[src/rtl/adcfir_pkg.sv]
// Shared constants, coefficient table and coefficient rounding for the ADC scaler and FIR.
`timescale 1ns / 1ps
`default_nettype none

package adcfir_pkg;

    localparam int CODE_W     = 12;
    localparam int SAMPLE_W   = 23;
    localparam int OUT_W      = 26;
    localparam int TABLE_TAPS = 32;
    localparam int GROUP_SIZE = 8;

    localparam int TAP_COUNT_DEF      = 32;
    localparam int COEF_FRAC_BITS_DEF = 17;

    // code * 100 * 2^16 / 4095 == m + m / 4095 with m = code * 1600
    localparam int SCALE_MUL = 1600;
    localparam int SCALE_DEN = 4095;
    localparam int SPLIT_W   = 12;

    localparam longint COEF_UNIT = 100000000;

    // low-pass taps in units of 1e-8
    localparam int LP_COEF_E8 [TABLE_TAPS] = '{
        -63047, -181857, -256194, -158749, 236951, 833250, 1180361, 675930,
        -917451, -2973091, -3981645, -2230165, 3102797, 11114350, 19245540, 24373020,
        24373020, 19245540, 11114350, 3102797, -2230165, -3981645, -2973091, -917451,
        675930, 1180361, 833250, 236951, -158749, -256194, -181857, -63047
    };

    // round half away from zero to Q1.frac; taps past the table are zero
    function automatic longint tap_coef(input int k, input int frac);
        longint c;
        longint mag;
        longint q;
        if (k < 0 || k >= TABLE_TAPS) begin
            return 0;
        end
        c   = longint'(LP_COEF_E8[k]);
        mag = (c < 0) ? -c : c;
        q   = ((mag << frac) + COEF_UNIT / 2) / COEF_UNIT;
        return (c < 0) ? -q : q;
    endfunction

endpackage

`default_nettype wire

[src/rtl/adcfir_scale.sv]
// Input register and code-to-Q7.16 scaling.
`timescale 1ns / 1ps
`default_nettype none

module adcfir_scale (
    input  wire logic                              aclk,
    input  wire logic                              aresetn,
    input  wire logic                              in_valid,
    output logic                                   in_ready,
    input  wire logic [adcfir_pkg::CODE_W-1:0]     in_code,
    input  wire logic                              in_start,
    output logic                                   out_valid,
    input  wire logic                              out_ready,
    output logic [adcfir_pkg::SAMPLE_W-1:0]        out_sample,
    output logic                                   out_start
);

    localparam int SW = adcfir_pkg::SAMPLE_W;
    localparam int HW = SW - adcfir_pkg::SPLIT_W;
    localparam int AW = adcfir_pkg::SPLIT_W + 1;

    logic                             valid_reg;
    logic [adcfir_pkg::CODE_W-1:0]    code_reg;
    logic                             start_reg;

    logic [SW-1:0]                    prod_m;
    logic [HW-1:0]                    hi_part;
    logic [adcfir_pkg::SPLIT_W-1:0]   lo_part;
    logic [AW-1:0]                    hi_lo_sum;
    logic                             wrap;

    assign in_ready = !valid_reg || out_ready;

    always_ff @(posedge aclk) begin
        if (!aresetn) begin
            valid_reg <= 1'b0;
        end else if (in_ready) begin
            valid_reg <= in_valid;
        end
    end

    always_ff @(posedge aclk) begin
        if (in_valid && in_ready) begin
            code_reg  <= in_code;
            start_reg <= in_start;
        end
    end

    // m = a * 4096 + b, so m / 4095 = a + (a + b >= 4095)
    always_comb begin
        prod_m    = SW'(code_reg) * SW'(adcfir_pkg::SCALE_MUL);
        hi_part   = prod_m[SW-1:adcfir_pkg::SPLIT_W];
        lo_part   = prod_m[adcfir_pkg::SPLIT_W-1:0];
        hi_lo_sum = AW'(hi_part) + AW'(lo_part);
        wrap      = (hi_lo_sum >= AW'(adcfir_pkg::SCALE_DEN));
        out_sample = prod_m + SW'(hi_part) + SW'(wrap);
    end

    assign out_valid = valid_reg;
    assign out_start = start_reg;

endmodule

`default_nettype wire

[config.mk]
export PLATFORM = sky130hd
export DESIGN_NAME = adcfir_scale
export DESIGN_NICKNAME = d
export VERILOG_FILES = /design/src/rtl/adcfir_pkg.sv /design/src/rtl/adcfir_scale.sv
export SDC_FILE = /design/constraint.sdc
export NUM_CORES = 1
export LEC_CHECK = 0
export CORE_MARGIN = 4
export CORE_UTILIZATION = 30
export CTS_CLUSTER_DIAMETER = 50
export DETAILED_ROUTE_END_ITERATION = 10
export DONT_BUFFER_PORTS = 1
export MAX_ROUTING_LAYER = met4
export PLACE_DENSITY_LB_ADDON = 0.12
export SLEW_MARGIN = 20
export SYNTH_ARGS = -nofsm -noshare
export SYNTH_HDL_FRONTEND = slang
export SYNTH_SLANG_ARGS = --single-unit
[constraint.sdc]
create_clock -name aclk -period 7 [get_ports aclk]
set_input_delay 1.4 -clock aclk [delete_from_list [all_inputs] [get_ports aclk]]
set_output_delay 1.4 -clock aclk [all_outputs]
set_load 0.02 [all_outputs]
Word level (Yosys, flattened, before mapping)

Cells that the tools add are included.
Widths: inputs -> output; s select.

Bits in registers: 14
Output and inout bits: 26
Input port bits: 17
Word-level logic and storage cells: 11

Add/sub/neg operators: 3
$lt $le $gt $ge: 1
Reductions and logical operators: 3
Multipliers: 1

Operators with widths:

| kind                  | count |
|---|---|
| $add 23x1->23         | 1 |
| $add 23x11->23        | 1 |
| $mul 12x5->17 const B | 1 |
| $add 11x12->13        | 1 |
| $ge 13x12->1 const B  | 1 |
| $logic_and 1x1->1     | 1 |
| $logic_not 1->1       | 1 |
| $logic_or 1x1->1      | 1 |

Depth between registers and ports, before layout

Word-level depth: 4
Depth in mapped cells: 30
Mapped depth without buffers: 29

Least setup slack after synthesis

OpenSTA, ideal clock, no wires.

Path kind: register to output
Start: reg code_reg[6] (netlist bit)
End: out out_sample[22] (netlist bit)
Setup slack: -0.467 ns
Arrival: 6.067 ns
Path buffers: 2
Data required time: 5.600 ns
Stages on the path, launching flop included: 31
Cells stage by stage: edfxtp_1 ha_1 ha_1 inv_1 fa_1 inv_1 ha_1 buf_2 o21a_1 o21ai_0 o31ai_1 xor2_1 ha_1 buf_6 inv_1 nor2_1 and2_1 o2111ai_1 o211ai_1 xor2_1 nand3_1 o22ai_1 ha_1 ha_1 inv_1 nor4_1 and4_2 nand4_1 or3_1 a21oi_1 xor2_1

Longest elaborated chain between the ends: 4
Elaborated cells between the ends (all ways): 5
Those cells by class: 3 x add/sub; 1 x mul; 1 x order compare

Ends and longest elaborated chain:

| element                  | line               | source |
|---|---|---|
| start: declaration       | adcfir_scale.sv:23 | `logic [adcfir_pkg::CODE_W-1:0] code_reg;` |
| start signal: assignment | adcfir_scale.sv:44 | `code_reg <= in_code;` |
| $mul 12x5->17 *          | adcfir_scale.sv:51 | `prod_m = SW'(code_reg) * SW'(adcfir_pkg::SCALE_MUL);` |
| $add 11x12->13           | adcfir_scale.sv:54 | `hi_lo_sum = AW'(hi_part) + AW'(lo_part);` |
| $ge 13x12->1             | adcfir_scale.sv:55 | `wrap = (hi_lo_sum >= AW'(adcfir_pkg::SCALE_DEN));` |
| $add 23x1->23 *          | adcfir_scale.sv:56 | `out_sample = prod_m + SW'(hi_part) + SW'(wrap);` |
| end: declaration         | adcfir_scale.sv:14 | `output logic [adcfir_pkg::SAMPLE_W-1:0] out_sample,` |

Every way passes the cells marked *; elsewhere a longest branch is shown, timed or not.

Worst setup path after layout

Start: reg code_reg[3] (netlist bit)
End: out out_sample[22] (netlist bit)

Same word-level chain as after synthesis.

==> flow_metrics.py <==
metrics = {
    "status": {
        "status": "finished with violations",
        "failed_checks": "negative setup slack",
    },
    "sta": {
        "rsz0062_at_grt": "yes",
        "setup_ws_ns": -0.587,
        "worst_pin_slew_ns": 0.580,
        "fmax_ghz": 0.132,
        "relSlewSlack": 0.613,
        "maxSlewViolCount": 0,
        "skew_ns": 0.00427,
        "finalCritPeriodShare": 1.08,
        "finalSetupViolCount": 13,
        "post-route-min-period_ns": 7.59,
        "hold_violations": 0,
    },
    "critical_path": {
        "cp-startpoint": "code_reg[3]",
        "cp_common_cell": "inv_2",
        "start_kind": "register",
        "r2r_start": "out_valid",
        "crit_type": "register to output pin",
        "rr_worst_depth": 2,
        "endpoint": "out_sample[22]",
        "slowest_delay_ns": 0.51,
        "ff2ff_setup_slack_ns": 5.46,
        "crit_required_ns": 5.60,
        "cp.depth": 29,
        "path_buf_inv": 5,
        "path_delay_family": "adder cells",
        "worstPathMaxFanout": 3,
        "end_kind": "output pin",
        "crit_slowest_cell": "fa_1",
        "worstPathArrival_ns": 6.19,
        "r2r-end": "code_reg[5]",
    },
    "logic_synthesis": {
        "synth.avg_cell_area_um2": 9.11,
        "synth_nets": 344,
        "synthesis.area_mm2": 0.00248,
        "synthCells": 272,
        "synth-async-reset-ratio": 0,
        "yosys-top-cells-area": "ha_1, edfxtp_1, xnor2_1",
        "synth-edff-count": 13,
        "synth_area_leader_cell": "ha_1",
        "yosysTopAreaCellShare": 0.237,
        "synth_seq_cells": 14,
        "yosysSeqAreaShare": 0.166,
        "yosysWarnings": 0,
        "synthFlopType": "edfxtp_1",
        "synth_cell_types": 52,
    },
    "floorplan": {
        "pin_count": 43,
        "die_area_mm2": 0.00978,
        "core-area_mm2": 0.00789,
        "die_w_um": 98.9,
        "rows": 32,
        "die_h_um": 98.9,
        "start_util": 0.314,
    },
    "pwr": {
        "power_frac_seq": 0.072,
        "power.total_mw": 1.43,
        "leakage_nw": 1.78,
        "power_frac_comb": 0.881,
        "power_switching_mw": 0.693,
        "switching_share": 0.484,
        "p_int_mw": 0.738,
        "peakVddDrop_uv": 131,
        "p_per_area_mw_per_mm2": 387,
        "power_frac_clock": 0.047,
    },
    "finish": {
        "fillers": 754,
        "final_common_cell": "buf_4",
        "utilization": 0.469,
        "final_nets": 445,
        "area_delta_synth_final_pct": 49.3,
        "final_cell_mix": "buf_4, ha_1, inv_1",
        "largest_reg_flops": 12,
        "finalNonFillerCells": 474,
        "final_area_mm2": 0.00370,
        "drive_gt1_frac": 0.433,
        "n_antenna_cell": 0,
    },
    "min_path": {
        "hold_path.class": "register to register",
    },
    "placement": {
        "portBuffers": 0,
        "place.gp.congestion": 0.844,
        "place_area_mm2": 0.00334,
        "pre_cts_ws_ns": -0.355,
        "dp.cells": 454,
        "hpwl_mm": 5.94,
    },
    "clock_tree": {
        "ctsHoldBuffers": 0,
        "cts_max_path_buffers": 2,
        "clkSinkCount": 14,
        "numCtsBuffers": 3,
        "clock_latency_ns": 0.24,
        "htree_levels": 1,
        "tritoncts": "built",
        "cts_root_buffer": "clkbuf_8",
        "cts.reportedPaths.clkPinSlew_ns": 0.05,
    },
    "drt": {
        "drt-vias-per-instance": 4.89,
        "drt_first_pass_iters": 4,
        "drt-initial-drc-count": 82,
        "drt-total-wl_mm": 6.84,
        "drc": 0,
        "vias": 2317,
        "wl_per_cell_um": 14.4,
        "ant_nets": 0,
    },
    "global_route": {
        "grt_max_degree": 14,
        "grt.total_usage": 0.142,
        "grt_pass1_vias": 2312,
        "antenna_found_initial": 0,
        "grt_overflow_total": 0,
        "grt_pass1_wl_mm": 11.2,
    },
    "flow_run": {
        "maxCapViolCount": 0,
    },
}
## power by group through the flow
stage / sequential (mW) / combinational (mW) / clock [mW]
2_1_floorplan: 0.104 / 0.725 / 0
3_3_place_gp: 0.104 / 1.15 / 0
3_5_place_dp: 0.104 / 1.15 / 0
4_1_cts: 0.103 / 1.24 / 0.0721
5_1_grt: 0.103 / 1.37 / 0.0743
6_report: 0.103 / 1.26 / 0.0676
## per-stage QoR
stage               hold WS, ns  setup TNS (ns)
floorplan                 0.750         -0.0418
global placement          0.789           -1.36
detailed placement        0.804           -1.75
CTS                       0.808           -4.39
global route              0.862           -9.26
finish                    0.807           -4.64
## worst reg2reg max path: stages (launching register included)
cell and delay (ns):
dfxtp_1 0.38, nand2b_1 0.25, and2_1 0.55
## final cells by class
type                            instances  area [um^2]  area share
Multi-Input combinational cell        215         2190       0.591
Timing Repair Buffer                  104          800       0.216
Sequential cell                        14          410       0.111
Inverter                               35          131      0.0355
Tap cell                              102          128      0.0345
Clock buffer                            4         45.0      0.0122
## what timing repair did
| item | in CTS | in global routing |
|---|---|---|
| pin swaps | 12 | 15 |
| setup endpoints to repair | 14 | 19 |
| hold endpoints to repair | 0 | 0 |
| buffers inserted | 12 | 5 |
| gates resized for setup | 21 | 14 |
## routing by layer
metal / track usage / part of all wire / vias up
met5: - / 0 / -
met4: 0.0410 / 0.016 / 0
met3: 0.00495 / 0.031 / 8
met2: 0.232 / 0.48 / 55
met1: 0.192 / 0.47 / 1078
li1: - / - / 1176
## Yosys cell counts (5+ instances only)
master    instances
inv_1            35
a21oi_1          12
nand4_1           7
nor3_1            6
xor2_1           13
nand3_1          11
fa_1              8
ha_1             47
a21o_1            5
edfxtp_1         13
xnor2_1          19
and2_1            6
nand2_1          13
nor2_1           11
## how the worst min path moves through the flow
stage	slack [ns]	endpoint	depth (start not counted)	from
2_1_floorplan	0.75	out_valid	2	out_valid
3_3_place_gp	0.79	out_valid	2	out_valid
3_5_place_dp	0.80	out_valid	2	out_valid
4_1_cts	0.81	out_valid	2	out_valid
5_1_grt	0.86	out_valid	2	out_valid
6_report	0.81	out_valid	2	out_valid
## cell families (layout without fill, tap and decap cells)
group	count (synthesis)	count (layout)	synth area share
and+or+nand+nor	75	75	0.168
DFF	14	14	0.166
AOI/OAI and AO/OA	51	51	0.161
muxes	1	1	0.00404
adders and majority gates	55	55	0.302
buffers and inverters	43	143	0.0753
xor gates and xnor gates	33	33	0.124
Note: power is estimated with default switching activity, not from simulation.
