**config.mk**
```make
export PLATFORM = sky130hd
export DESIGN_NAME = adcfir_sum
export DESIGN_NICKNAME = d
export VERILOG_FILES = /design/src/rtl/adcfir_pkg.sv /design/src/rtl/adcfir_sum.sv
export SDC_FILE = /design/constraint.sdc
export NUM_CORES = 2
export LEC_CHECK = 0
export ABC_AREA = 1
export BUFFER_PORTS_ARGS = -buffer_cell sky130_fd_sc_hd__buf_2
export CAP_MARGIN = 25
export CORE_AREA = 2 2 537 539
export DETAILED_ROUTE_END_ITERATION = 12
export DIE_AREA = 0 0 539 541
export PLACE_DENSITY = 0.37
export RECOVER_POWER = 25
export SETUP_SLACK_MARGIN = 0.2
export SYNTH_ARGS = -nofsm -noshare
export SYNTH_HDL_FRONTEND = slang
export SYNTH_SLANG_ARGS = --single-unit
```
**constraint.sdc**
```tcl
create_clock -name aclk -period 6.9 [get_ports aclk]
set_input_delay 0.69 -clock aclk [delete_from_list [all_inputs] [get_ports aclk]]
set_output_delay 0.69 -clock aclk [all_outputs]
set_load 0.01 [all_outputs]
```
**src/rtl/adcfir_pkg.sv**
```systemverilog
// Shared constants, coefficient table and coefficient rounding for the ADC scaler and FIR.
`timescale 1ns / 1ps
`default_nettype none

package adcfir_pkg;

    localparam int CODE_W     = 12;
    localparam int SAMPLE_W   = 23;
    localparam int OUT_W      = 26;
    localparam int TABLE_TAPS = 32;
    localparam int GROUP_SIZE = 8;

    localparam int TAP_COUNT_DEF      = 32;
    localparam int COEF_FRAC_BITS_DEF = 17;

    // code * 100 * 2^16 / 4095 == m + m / 4095 with m = code * 1600
    localparam int SCALE_MUL = 1600;
    localparam int SCALE_DEN = 4095;
    localparam int SPLIT_W   = 12;

    localparam longint COEF_UNIT = 100000000;

    // low-pass taps in units of 1e-8
    localparam int LP_COEF_E8 [TABLE_TAPS] = '{
        -63047, -181857, -256194, -158749, 236951, 833250, 1180361, 675930,
        -917451, -2973091, -3981645, -2230165, 3102797, 11114350, 19245540, 24373020,
        24373020, 19245540, 11114350, 3102797, -2230165, -3981645, -2973091, -917451,
        675930, 1180361, 833250, 236951, -158749, -256194, -181857, -63047
    };

    // round half away from zero to Q1.frac; taps past the table are zero
    function automatic longint tap_coef(input int k, input int frac);
        longint c;
        longint mag;
        longint q;
        if (k < 0 || k >= TABLE_TAPS) begin
            return 0;
        end
        c   = longint'(LP_COEF_E8[k]);
        mag = (c < 0) ? -c : c;
        q   = ((mag << frac) + COEF_UNIT / 2) / COEF_UNIT;
        return (c < 0) ? -q : q;
    endfunction

endpackage

`default_nettype wire

```
**src/rtl/adcfir_sum.sv**
```systemverilog
// Two-level registered adder tree, floor shift to Q9.16 and output register.
`timescale 1ns / 1ps
`default_nettype none

module adcfir_sum #(
    parameter int TAP_COUNT      = adcfir_pkg::TAP_COUNT_DEF,
    parameter int COEF_FRAC_BITS = adcfir_pkg::COEF_FRAC_BITS_DEF,
    parameter int PROD_W         = adcfir_pkg::SAMPLE_W + COEF_FRAC_BITS + 2
) (
    input  wire logic                              aclk,
    input  wire logic                              aresetn,
    input  wire logic                              in_valid,
    output logic                                   in_ready,
    input  wire logic signed [PROD_W-1:0]          in_prod [TAP_COUNT],
    output logic                                   out_valid,
    input  wire logic                              out_ready,
    output logic [adcfir_pkg::OUT_W-1:0]           out_data
);

    localparam int GS         = adcfir_pkg::GROUP_SIZE;
    localparam int NUM_GROUPS = (TAP_COUNT + GS - 1) / GS;
    localparam int PAD_TAPS   = NUM_GROUPS * GS;
    localparam int ACC_W      = PROD_W + $clog2(TAP_COUNT);

    logic signed [ACC_W-1:0]   prod_pad  [PAD_TAPS];
    logic signed [ACC_W-1:0]   group_next [NUM_GROUPS];
    logic signed [ACC_W-1:0]   group_reg  [NUM_GROUPS];
    logic                      group_valid_reg;
    logic signed [ACC_W-1:0]   total;
    logic signed [ACC_W-1:0]   shifted;
    logic [adcfir_pkg::OUT_W-1:0] out_data_reg;
    logic                      out_valid_reg;
    logic                      out_adv;

    assign out_adv  = !out_valid_reg || out_ready;
    assign in_ready = !group_valid_reg || out_adv;

    for (genvar i = 0; i < PAD_TAPS; i++) begin : g_pad
        if (i < TAP_COUNT) begin : g_used
            assign prod_pad[i] = ACC_W'(in_prod[i]);
        end else begin : g_zero
            assign prod_pad[i] = '0;
        end
    end

    always_comb begin
        for (int g = 0; g < NUM_GROUPS; g++) begin
            group_next[g] = '0;
            for (int j = 0; j < GS; j++) begin
                group_next[g] = group_next[g] + prod_pad[g*GS + j];
            end
        end
    end

    always_ff @(posedge aclk) begin
        if (!aresetn) begin
            group_valid_reg <= 1'b0;
        end else if (in_ready) begin
            group_valid_reg <= in_valid;
        end
    end

    always_ff @(posedge aclk) begin
        if (in_valid && in_ready) begin
            for (int g = 0; g < NUM_GROUPS; g++) begin
                group_reg[g] <= group_next[g];
            end
        end
    end

    // arithmetic shift gives the floor
    always_comb begin
        total = '0;
        for (int g = 0; g < NUM_GROUPS; g++) begin
            total = total + group_reg[g];
        end
        shifted = total >>> COEF_FRAC_BITS;
    end

    always_ff @(posedge aclk) begin
        if (!aresetn) begin
            out_valid_reg <= 1'b0;
        end else if (out_adv) begin
            out_valid_reg <= group_valid_reg;
        end
    end

    always_ff @(posedge aclk) begin
        if (out_adv && group_valid_reg) begin
            out_data_reg <= shifted[adcfir_pkg::OUT_W-1:0];
        end
    end

    assign out_valid = out_valid_reg;
    assign out_data  = out_data_reg;

endmodule

`default_nettype wire

```
# Yosys cells after proc, flatten, opt, wreduce, memory -nomap -nowiden
# Memories as Yosys holds them, arrays and structs flattened.
# Cells that the tools add are included.
dict set report totals {
  mem_bits_rw 188
  out_inout_bits 28
  memories 1
  reg_bits 28
}
dict set report op_classes {
  addsub 31
  muxes 2
  reduce_logical 6
}
# memory depth width read_ports rd_ports_with_merged_regs write_ports line_no
set memory_table {}
lappend memory_table {group_reg 4 47 4 0 4 adcfir_sum.sv:27} ;# logic signed [ACC_W-1:0] group_reg [NUM_GROUPS];
# cell n
set op_table {}
lappend op_table {{$add A47 B42 Y47} 8}
lappend op_table {{$add A46 B42 Y47} 4}
lappend op_table {{$add A45 B42 Y46} 4}
lappend op_table {{$add A44 B42 Y45} 4}
lappend op_table {{$add A43 B42 Y44} 4}
lappend op_table {{$add A42 B42 Y43} 4}
lappend op_table {{$add A43 B43 Y43} 3}
lappend op_table {{$logic_and A1 B1 Y1} 2}
lappend op_table {{$logic_not A1 Y1} 2}
lappend op_table {{$logic_or A1 B1 Y1} 2}
lappend op_table {{$mux W1} 2}

# Depth between registers and ports, before layout
dict set report depth {
  depth_word 7
  mapped_depth 22
  ltp_nobuf 22
}

# Least setup slack after synthesis
# Ideal clock, no wire load.
dict set report synth_path {
  path_kind {in2reg}
  startpoint {in out_ready}
  endpoint {mem group_reg[0][0] (netlist name), enable pin}
  arrival_time_ps 4303
  setup_time_ps 525
  slack_ps 2073
  path_buffers 0
  stages 4
  cell_sequence {inv_1 -> nand3_1 -> nand2_1 -> inv_1}
}
# item line_no
set synth_rtl {}
lappend synth_rtl {{start: declaration} adcfir_sum.sv:16} ;# input wire logic out_ready,
lappend synth_rtl {{end: declaration} adcfir_sum.sv:27}

==> reports/results.txt <==
status - complete, but fails checks
failing checks - max-capacitance violations, max-slew violations
hold_ws - 384 ps
FP Rows - 197
Die W - 539 um
Multi-input gate area - 35,000 um2
total area of sequential cells - 5990 um2
crit-path max cell delay - 560 ps
sequential share of the synthesized area - 0.122
Ys Warns - 0
Slew Limit Fails - 66
Worst Reg-to-Reg Cells - 4
area fraction in compound gates after synthesis - 0.0489
CP Launch Type - input pin
Setup CP Type - input pin to flip-flop
cts bufs inserted - 17
drt via density - 3.76
GRT overflow - 0
Critical Path RT - 7140 ps
area delta synth->final - 24.9%
fin util - 0.214
Netlist cell types - 41
max-cap viol count - 2
clock skew - 10.8 ps
pin slew with the least headroom to its limit - 3350 ps
Arr. time, crit path - 5220 ps
Hold Crit Endpoint - group_valid_reg
#FFs+latches synth - 200
layout cell share with drive strength beyond 1 - 0.196
clk buf depth - 2
crit-path cells - buf_2, fa_1, inv_1, fa_1, fa_1, fa_1, inv_1, ha_1, inv_1, fa_1, inv_1, nand3_1, nand2_1, nand2_1, nand2_2, nand2_1, nand2_1, nand4_1, nand4_1, nand2_1
drt first pass iters - 7
Final ANT Viol Nets - 0
Root Driver - clkbuf_16
Worst Hold Launch - aresetn
largest net degree at the start of global routing - 108
Fmax - 0.201 GHz
Final setup viols - 0
Post-Syn Instances - 5,984
Core ar. - 286,000 um2
Post-CTS Setup Inserts - 0
Port Buffers - 1,375
syn avg cell area - 8.20 um2
largest family of logic cells by synthesized area - adder cells
Mapped Area - 49,100 um2
CTS Hold Bufs - 0
worst reg2reg startpoint - out_valid
Overall Global Routing Usage - 0.167
die area - 292,000 um2
crit-path max FO - 4
DR vias - 42.0k
H-tree levels - 4
Worst-path clk slew - 80 ps
Resized Gates After CTS - 0
die height - 541 um
Worst Hold Depth - 3
Tightest Hold Check Type - input pin to flip-flop
initial antenna violation count - 145
Routed wire per std cell - 21.7 um
max FFs per register - 172
synthesized-area fraction occupied by and/or/nand/nor cells - 0.147
number of fill cells - 32.6k
# nets final - 10.0k
Slew HR - -1.23
IO Count - 1,376
HPWL Detailed - 233,000 um
setup TNS - 0 ps
vias in the first global route - 47.2k
final hold vios - 0
mux cell area share after synthesis - 0
CTS tree - done
Buf/Inv on CP - 5
final period utilization - 0.721
Iter 0 DRT Violations - 1,920
DRC Markers - 0
Adder-Cell Fraction of Synth Area - 0.494
final WL - 243,000 um
syn nets - 8,623
CP endpoint kind - flip-flop
Slowest-stage cell, CP - fa_1
reg2reg end - group_reg[0][15]
Period minus WS final - 4970 ps
unrepaired setup endpoints after global routing - false
xor and xnor area share after synthesis - 0.0230
register-to-register setup slack - 2090 ps
Clock Sinks - 200
first-pass GRT wire length - 343,000 um
Initial Util - 0.171
gpl congestion - 0.934
family with the most delay on the worst path - adder cells
worst skew pair latency - 540 ps
layer usage:
| layer | vias up | GRT usage | routed length, um |
|---|---|---|---|
| li1 | 19900 | - | - |
| met1 | 20500 | 0.212 | 106000 |
| met2 | 1239 | 0.297 | 122000 |
| met3 | 282 | 0.0302 | 11900 |
| met5 | - | 0 | 568 |
| met4 | 90 | 0.0228 | 3390 |
metrics by stage:
| stage | area, um2 | setup slack (ps) | std cells |
|---|---|---|---|
| final | 61300 | 1930 | 11200 |
| after global routing | 61300 | 1480 | 11200 |
| after CTS | 61300 | 1920 | 11200 |
| after detailed placement | 60700 | 1310 | 11100 |
| after global placement | 60700 | 1310 | 11100 |
| after floorplan | 49100 | 2070 | 5984 |
worst reg2reg max path, delay by kind of cell, from the launching register on:
family	cells	cell delay, ps
flip-flops	1	380
AND/OR/NAND/NOR	2	280
buffers and inverters	2	3460
cell type report:
| class | instances | share of cell area |
|---|---|---|
| Antenna cell | 24 | 0.000980 |
| Clock buffer | 17 | 0.00694 |
| Clock inverter | 14 | 0.00229 |
| Inverter | 2155 | 0.132 |
| Multi-Input combinational cell | 3626 | 0.571 |
| Sequential cell | 200 | 0.0976 |
| Tap cell | 3781 | 0.0772 |
| Timing Repair Buffer | 1377 | 0.112 |
logic make-up after synthesis:
kind of cell | after synthesis
DFF | 200
adders and majority gates | 1291
buffers and inverters | 2158
and+or+nand+nor | 1760
AOI/OAI and AO/OA | 446
xor gates and xnor gates | 129
synthesized netlist by cell type:
cell / instances / area, um2
inv_1: 2154 / 8090
fa_1: 1079 / 21600
nand2_1: 1069 / 4010
nor2_1: 385 / 1450
a21oi_1: 246 / 1230
ha_1: 212 / 2650
edfxtp_1: 198 / 5950
nand3_1: 177 / 886
o21ai_0: 132 / 661
xor2_1: 92 / 806
nand4_1: 61 / 382
xnor2_1: 37 / 324
o21bai_1: 20 / 150
nand2_2: 14 / 87.6
nor3_1: 13 / 65.1
a21o_1: 11 / 82.6
o21ai_1: 10 / 50.1
nand3_2: 9 / 90.1
or2_2: 7 / 43.8
nand3b_1: 6 / 45.0
o21bai_2: 6 / 67.6
a21oi_2: 5 / 43.8
a31oi_1: 5 / 31.3
nor2_2: 5 / 31.3
o21a_1: 5 / 37.5
a21boi_0: 3 / 22.5
and2_0: 3 / 18.8
and2_1: 3 / 18.8
nor4_2: 3 / 37.5
dfxtp_1: 2 / 40.0
or2_1: 2 / 12.5
buf_2: 1 / 5.00
buf_4: 1 / 7.51
buf_6: 1 / 11.3
inv_2: 1 / 3.75
nor3_2: 1 / 10.0
nor3b_2: 1 / 12.5
nor4_1: 1 / 6.26
o211ai_1: 1 / 7.51
o21ai_2: 1 / 8.76
o22ai_1: 1 / 6.26
layout by cell type (no fill, tap or decap), drive strengths merged, types with 4 or more instances in the layout:
cell / synthesis / routed
buf: 3 / 1365
a31oi: 5 / 5
diode: 0 / 24
o21bai: 26 / 26
clkbuf: 0 / 29
xor2: 92 / 92
nor2: 390 / 390
nand3: 186 / 186
inv: 2155 / 2160
a21oi: 251 / 251
nand2: 1083 / 1083
edfxtp: 198 / 198
xnor2: 37 / 37
nand3b: 6 / 6
or2: 9 / 9
nor3: 14 / 14
fa: 1079 / 1079
clkinv: 0 / 6
o21a: 5 / 5
a21o: 11 / 11
nand4: 61 / 61
o21ai: 143 / 143
and2: 6 / 6
ha: 212 / 212
nor4: 4 / 4
how the worst max path moves through the flow:
stage / startpoint / endpoint / slack (ps) / cells after the start
after floorplan: out_ready / group_reg[0][0] / 2070 / 4
after CTS: in_prod[1136] / group_reg[0][28] / 1920 / 20
after global placement: in_prod[1136] / group_reg[0][28] / 1310 / 20
after detailed placement: in_prod[1136] / group_reg[0][28] / 1310 / 20
final: in_prod[1136] / group_reg[0][28] / 1930 / 20
after global routing: out_valid / group_reg[0][20] / 1480 / 4
Power is not shown: default switching activity piles up to over one toggle a cycle in this logic, so the estimate is an artifact.
